### config.mk
export PLATFORM = sky130hd
export DESIGN_NAME = bfa_find_first
export DESIGN_NICKNAME = d
export VERILOG_FILES = /design/src/bitmap_first_free_allocator_unit_defines.svh /design/src/bfa_pkg.sv /design/src/bfa_find_first.sv
export SDC_FILE = /design/constraint.sdc
export NUM_CORES = 1
export LEC_CHECK = 0
export ABC_CLOCK_PERIOD_IN_PS = 2300
export BUFFER_PORTS_ARGS = -buffer_cell sky130_fd_sc_hd__buf_2
export CAP_MARGIN = 25
export CORE_AREA = 2 2 49 51
export DETAILED_ROUTE_END_ITERATION = 8
export DIE_AREA = 0 0 51 53
export GPL_ROUTABILITY_DRIVEN = 0
export GPL_TIMING_DRIVEN = 0
export PLACE_DENSITY = 0.79
export SETUP_SLACK_MARGIN = 0.3
export SYNTH_ARGS = -nofsm -noshare
export SYNTH_HDL_FRONTEND = slang
export SYNTH_SLANG_ARGS = --single-unit
### constraint.sdc
create_clock -name vclk -period 2.3
set_input_delay 0 -clock vclk [all_inputs]
set_output_delay 0 -clock vclk [all_outputs]
set_load 0.1 [all_outputs]
### src/bitmap_first_free_allocator_unit_defines.svh
// ----------------------------------------------------------------------------
// bitmap first-free allocator assertion macros
// shared concurrent assertion helpers, empty when SYNTHESIS is defined
// ----------------------------------------------------------------------------
`ifndef BITMAP_FIRST_FREE_ALLOCATOR_UNIT_DEFINES_SVH
`define BITMAP_FIRST_FREE_ALLOCATOR_UNIT_DEFINES_SVH

`ifndef SYNTHESIS
// same-cycle implication
`define BFA_ASSERT_IMP(lbl, clk, rst, ante, cons, msg) \
  lbl: assert property (@(posedge clk) disable iff (rst) (ante) |-> (cons)) else $error(msg);
// next-cycle implication
`define BFA_ASSERT_NXT(lbl, clk, rst, ante, cons, msg) \
  lbl: assert property (@(posedge clk) disable iff (rst) (ante) |=> (cons)) else $error(msg);
`else
`define BFA_ASSERT_IMP(lbl, clk, rst, ante, cons, msg)
`define BFA_ASSERT_NXT(lbl, clk, rst, ante, cons, msg)
`endif

`endif

### src/bfa_pkg.sv
// ----------------------------------------------------------------------------
// bfa_pkg
// types and constants shared by the bitmap first-free allocator
// ----------------------------------------------------------------------------
`timescale 1ns / 1ps

package bfa_pkg;

  // default geometry
  localparam int NUM_ITEMS_DEF = 8192;
  localparam int WORD_BITS_DEF = 64;
  localparam int MAP_WORDS_DEF = (NUM_ITEMS_DEF + WORD_BITS_DEF - 1) / WORD_BITS_DEF;

  // index field width
  localparam int IDX_W = 13;

  // request kinds
  localparam logic [1:0] OP_ALLOC = 2'd0;
  localparam logic [1:0] OP_FREE  = 2'd1;
  localparam logic [1:0] OP_TEST  = 2'd2;

  // status codes
  localparam logic STATUS_OK   = 1'b0;
  localparam logic STATUS_FULL = 1'b1;

  // sequencer states
  typedef enum logic [2:0] {
    ST_CLR,
    ST_IDLE,
    ST_SCAN,
    ST_DIV,
    ST_ADR,
    ST_ACC,
    ST_FIN
  } st_t;

  // request payload
  typedef struct packed {
    logic [1:0]       op;
    logic [IDX_W-1:0] index;
  } req_t;

  // response payload
  typedef struct packed {
    logic [IDX_W-1:0] granted_index;
    logic             status;
    logic             was_set;
  } rsp_t;

endpackage

### src/bfa_find_first.sv
// ----------------------------------------------------------------------------
// bfa_find_first
// lowest set bit search over one map word by halving the window
// ----------------------------------------------------------------------------
`timescale 1ns / 1ps

module bfa_find_first #(
  parameter int WIDTH = bfa_pkg::WORD_BITS_DEF,
  localparam int PW = $clog2(WIDTH),
  localparam int P  = 1 << PW
) (
  input  logic [WIDTH-1:0] vec,
  output logic             found,
  output logic [PW-1:0]    pos
);

  // any candidate at all
  assign found = |vec;

  // binary search, one position bit per step from the top
  always_comb begin
    logic [P-1:0] cur;
    logic [P-1:0] lomask;
    cur = P'(vec);
    pos = '0;
    for (int k = PW - 1; k >= 0; k--) begin
      lomask = (P'(1) << (1 << k)) - P'(1);
      if ((cur & lomask) == '0) begin
        pos[k] = 1'b1;
        cur    = cur >> (1 << k);
      end
    end
  end

endmodule

# ---- Word level (Yosys, flattened, before mapping)
# Cells that the tools add are included.
dict set report classes {
  mux 11
  n_reduce_logical 7
}
# op n
set ops {}
lappend ops {{zero test 64 bit} 6}
lappend ops {{OR reduction 64 bit} 1}
lappend ops {{two-way mux 31 bit} 1}
lappend ops {{two-way mux 15 bit} 1}
lappend ops {{two-way mux 1 bit} 7}
lappend ops {{two-way mux 7 bit} 1}
lappend ops {{two-way mux 3 bit} 1}
dict set report totals {
  reg_bits 0
  output_inout_bits 7
}

# ---- Logic depth before layout (Yosys ltp)
dict set report depth {
  depth_word 12
  ltp_mapped 11
  depth_no_buf 9
}

# ---- Worst setup path after synthesis
# Ideal clock, no wire load.
dict set report synth_timing {
  path_type {input to output}
  from {in vec[20]}
  to {out pos[1]}
  arrival_ns 4.160
  t_required_ns 2.300
  path_slack_ns -1.860
  path_stages 9
  path_cell_list {or4_1 nor2_4 o211a_2 nor2_1 clkbuf_1 a221oi_1 o21ai_0 a211o_1 nor4b_2}
}
dict set report synth_via {
  elab_chain_len 10
}
# item line
set synth_rtl {}
lappend synth_rtl {{start: declaration} bfa_find_first.sv:12} ;# input logic [WIDTH-1:0] vec,
lappend synth_rtl {{zero test 64 bit} bfa_find_first.sv:28} ;# if ((cur & lomask) == '0) begin
lappend synth_rtl {{two-way mux 31 bit (*)} bfa_find_first.sv:28}
lappend synth_rtl {{zero test 64 bit} bfa_find_first.sv:28}
lappend synth_rtl {{two-way mux 15 bit (*)} bfa_find_first.sv:28}
lappend synth_rtl {{zero test 64 bit} bfa_find_first.sv:28}
lappend synth_rtl {{two-way mux 7 bit (*)} bfa_find_first.sv:28}
lappend synth_rtl {{zero test 64 bit} bfa_find_first.sv:28}
lappend synth_rtl {{two-way mux 3 bit (*)} bfa_find_first.sv:28}
lappend synth_rtl {{zero test 64 bit (*)} bfa_find_first.sv:28}
lappend synth_rtl {{two-way mux 1 bit (*)} bfa_find_first.sv:28}
lappend synth_rtl {{end: declaration} bfa_find_first.sv:14} ;# output logic [PW-1:0] pos
# Every way passes the cells marked *; elsewhere a longest branch is shown, timed or not.

# ---- Final worst setup path
dict set report layout_timing {
  from {in vec[11]}
  to {out pos[1]}
}
# Same word-level chain as after synthesis.

==> flow_summary.yaml <==
pwr:
  vdd_ir_drop_max_mv: 0.0769
  p_per_area_nw_per_um2: 121
  power.leakage_nw: 0.653
synth:
  synth-compound-area-share_pct: 49.7
  avgSynthCellArea_sq_um: 7.23
  synth_top_family_by_area: "compound AO/OA/AOI/OAI gates"
  yosysSeqAreaShare_pct: 0
  synth_fa_ha_area_share_pct: 0
  yosys.area.top_type: "a21o_1"
  syn_area_sq_um: 731
  synthTopCellsByArea: "a21o_1 8.2%, a221oi_1 7.2%, nor4_1 6.0%, or4_1 5.1%, nor3_1 4.8%"
  yosys.area_share.simple_pct: 46.2
  synthXorXnorAreaFrac_pct: 0
  syn_nets: 165
  synth_cell_types: 48
  postSynthCellCount: 101
  synth_top_area_share_pct: 8.22
  synth.area.mux_share_pct: 0
  yosys_warnings: 0
clock_network:
  holdBufCountCts: 0
timing:
  min_period_ns: 2.68
  hold_viol: 0
  setup_slack_ns: -0.381
  final.period_utilization_pct: 117
  worst_slew_pin_slew_ns: 0.450
  slew_headroom_pct: 69.7
  max_freq_mhz: 373
  rsz0062_at_grt: "yes"
  setup_viol: 2
  drv_slew: 0
die:
  die_h_microns: 53
  chipWidth_microns: 51
  initial_core_util_pct: 34.0
  num_rows: 17
  core_area_sq_um: 2150
  io_pins: 71
  dieArea_sq_um: 2700
detailed_routing:
  drtIter0Drc: 48
  wirelength_mm: 4.04
  remaining_drc_errors: 0
  routedWlPerCell_microns: 18.8
  ant_nets: 0
  drtPass1Iterations: 4
  via_count: 1395
  via_per_inst: 6.49
cells_and_area:
  seq_cells: 0
  register_area_sq_um: 0
  filler_cell_count: 179
  instances_no_fill: 215
  drive_gt1_share_pct: 63.1
  n_clock_buffer: 0
  final_nets: 253
  n_antenna_cell: 0
  fin_area_sq_um: 1470
  multi_input_area_sq_um: 826
  areaGrowthSynthToFinish_pct: 101
run_status:
  status: "complete, but fails checks"
  violations: "negative setup slack"
critical_path:
  cp_common_cell: "buf_6"
  worstPathRequired_ns: 2.30
  critPathMaxFanout: 7
  critPathMaxStageDelay_ns: 0.57
  endpoint_kind: "output port"
  critical_path_class: "in2out"
  crit_chain: "buf_6 -> or4_4 -> nor4_4 -> nand3_2 -> o221a_1 -> o221ai_4 -> o21ai_1 -> a211o_1 -> nor4b_4 -> buf_6"
  slowest_stage: "or4_4"
  start_kind: "input pin"
  arrival_ns: 2.68
global_route:
  grt_pass1_vias: 1336
  overflow: 0
  grt_max_degree: 11
  track_usage_pct: 27.6
  grt_pass1_wl_mm: 5.71
  antenna_found_initial: 0
flow_run:
  maxCapViolCount: 0
place:
  dp_cells: 200
  io_buffer_count: 71
  postPlaceCellArea_sq_um: 1140
  dp_hpwl_mm: 2.81
worst_hold_path:
  min-delay-path-class: "in2out"
-- cell type report --
class,instances,share of cell area [%]
tap,28,2.39
buffer,4,1.88
inverter,3,0.939
timing repair buffer,86,38.4
multi-input combinational,94,56.4
-- placed cells by master (no fill, tap or decap), types with 2 or more instances in the layout --
| cell | instances |
|---|---|
| a211o_1 | 2 |
| a21o_1 | 8 |
| a21oi_1 | 5 |
| a221o_1 | 2 |
| a221oi_1 | 4 |
| a221oi_2 | 2 |
| a41oi_1 | 3 |
| buf_12 | 4 |
| buf_2 | 63 |
| buf_4 | 17 |
| buf_6 | 6 |
| nand2_1 | 3 |
| nand2b_1 | 2 |
| nand4_1 | 5 |
| nor2_1 | 5 |
| nor3_1 | 4 |
| nor3_2 | 2 |
| nor4_1 | 5 |
| nor4_4 | 3 |
| o31ai_1 | 2 |
| or3_4 | 2 |
| or4_1 | 3 |
| or4_4 | 3 |
-- layer usage --
| metal | up-vias | wire length, microns | share of wire (%) | global-route usage, % |
|---|---|---|---|---|
| li1 | 617 | - | - | - |
| met1 | 643 | 1480 | 37 | 29.3 |
| met2 | 117 | 1950 | 48 | 51.5 |
| met3 | 18 | 466 | 12 | 6.21 |
| met4 | 0 | 149 | 3.7 | 12.6 |
| met5 | - | 0 | 0 | 0 |
-- kinds of logic after synthesis --
family / Yosys count
AO/OA/AOI/OAI: 44
AND/OR/NAND/NOR: 50
buffers and inverters: 7
-- worst max-delay path: cells and delay by family --
family | cells | cell delay (ns)
simple gates | 4 | 1.31
compound gates | 4 | 1.01
buf+inv | 2 | 0.35
-- cells in the mapped netlist (2+ instances only) --
master and instances:
a221oi_1 6, a21oi_1 5, nand2_1 3, nor3_1 7, nand4_1 5, a21o_1 8
nand2b_1 2, buf_2 3, nor4_1 7, nor2_1 5, o21ai_0 2, a221o_1 2
o31ai_1 2, or4_1 5, inv_1 3, a211o_1 2, a41oi_1 3
-- report_power, final --
group	internal (mW)	switching (mW)	total (mW)	leakage (nW)
logic	0.0824	0.0949	0.177	0.653
clock network	0	0	0	0
registers	0	0	0	0
total	0.0824	0.0949	0.177	0.653
-- per-stage QoR --
step                      hold slack [ns]  utilization, %  worst slack (ns)  TNS, ns  power (mW)
final                               0.488            68.2            -0.381   -0.735       0.177
after global routing                0.514            68.2            -0.507   -0.967       0.187
after CTS                           0.515            63.4            -0.387   -0.685       0.164
after detailed placement            0.655            53.2            -0.839    -1.85       0.146
after global placement              0.645            53.2            -0.781    -1.63       0.143
after floorplan                     0.296               -            -0.977    -1.42      0.0654
-- path summary, 6_finish.rpt --
path / start / to / cells after the start
worst min-delay path: vec[47] / found / 5
worst max-delay path: vec[11] / pos[1] / 10
-- repair_timing --
item | in CTS | in global routing
pin swaps | 12 | 5
cloned | 0 | 0
resized for setup | 33 | 15
buffers inserted | 11 | 4
endpoints found under the setup margin | 7 | 7
(Power assumes the default switching activity.)
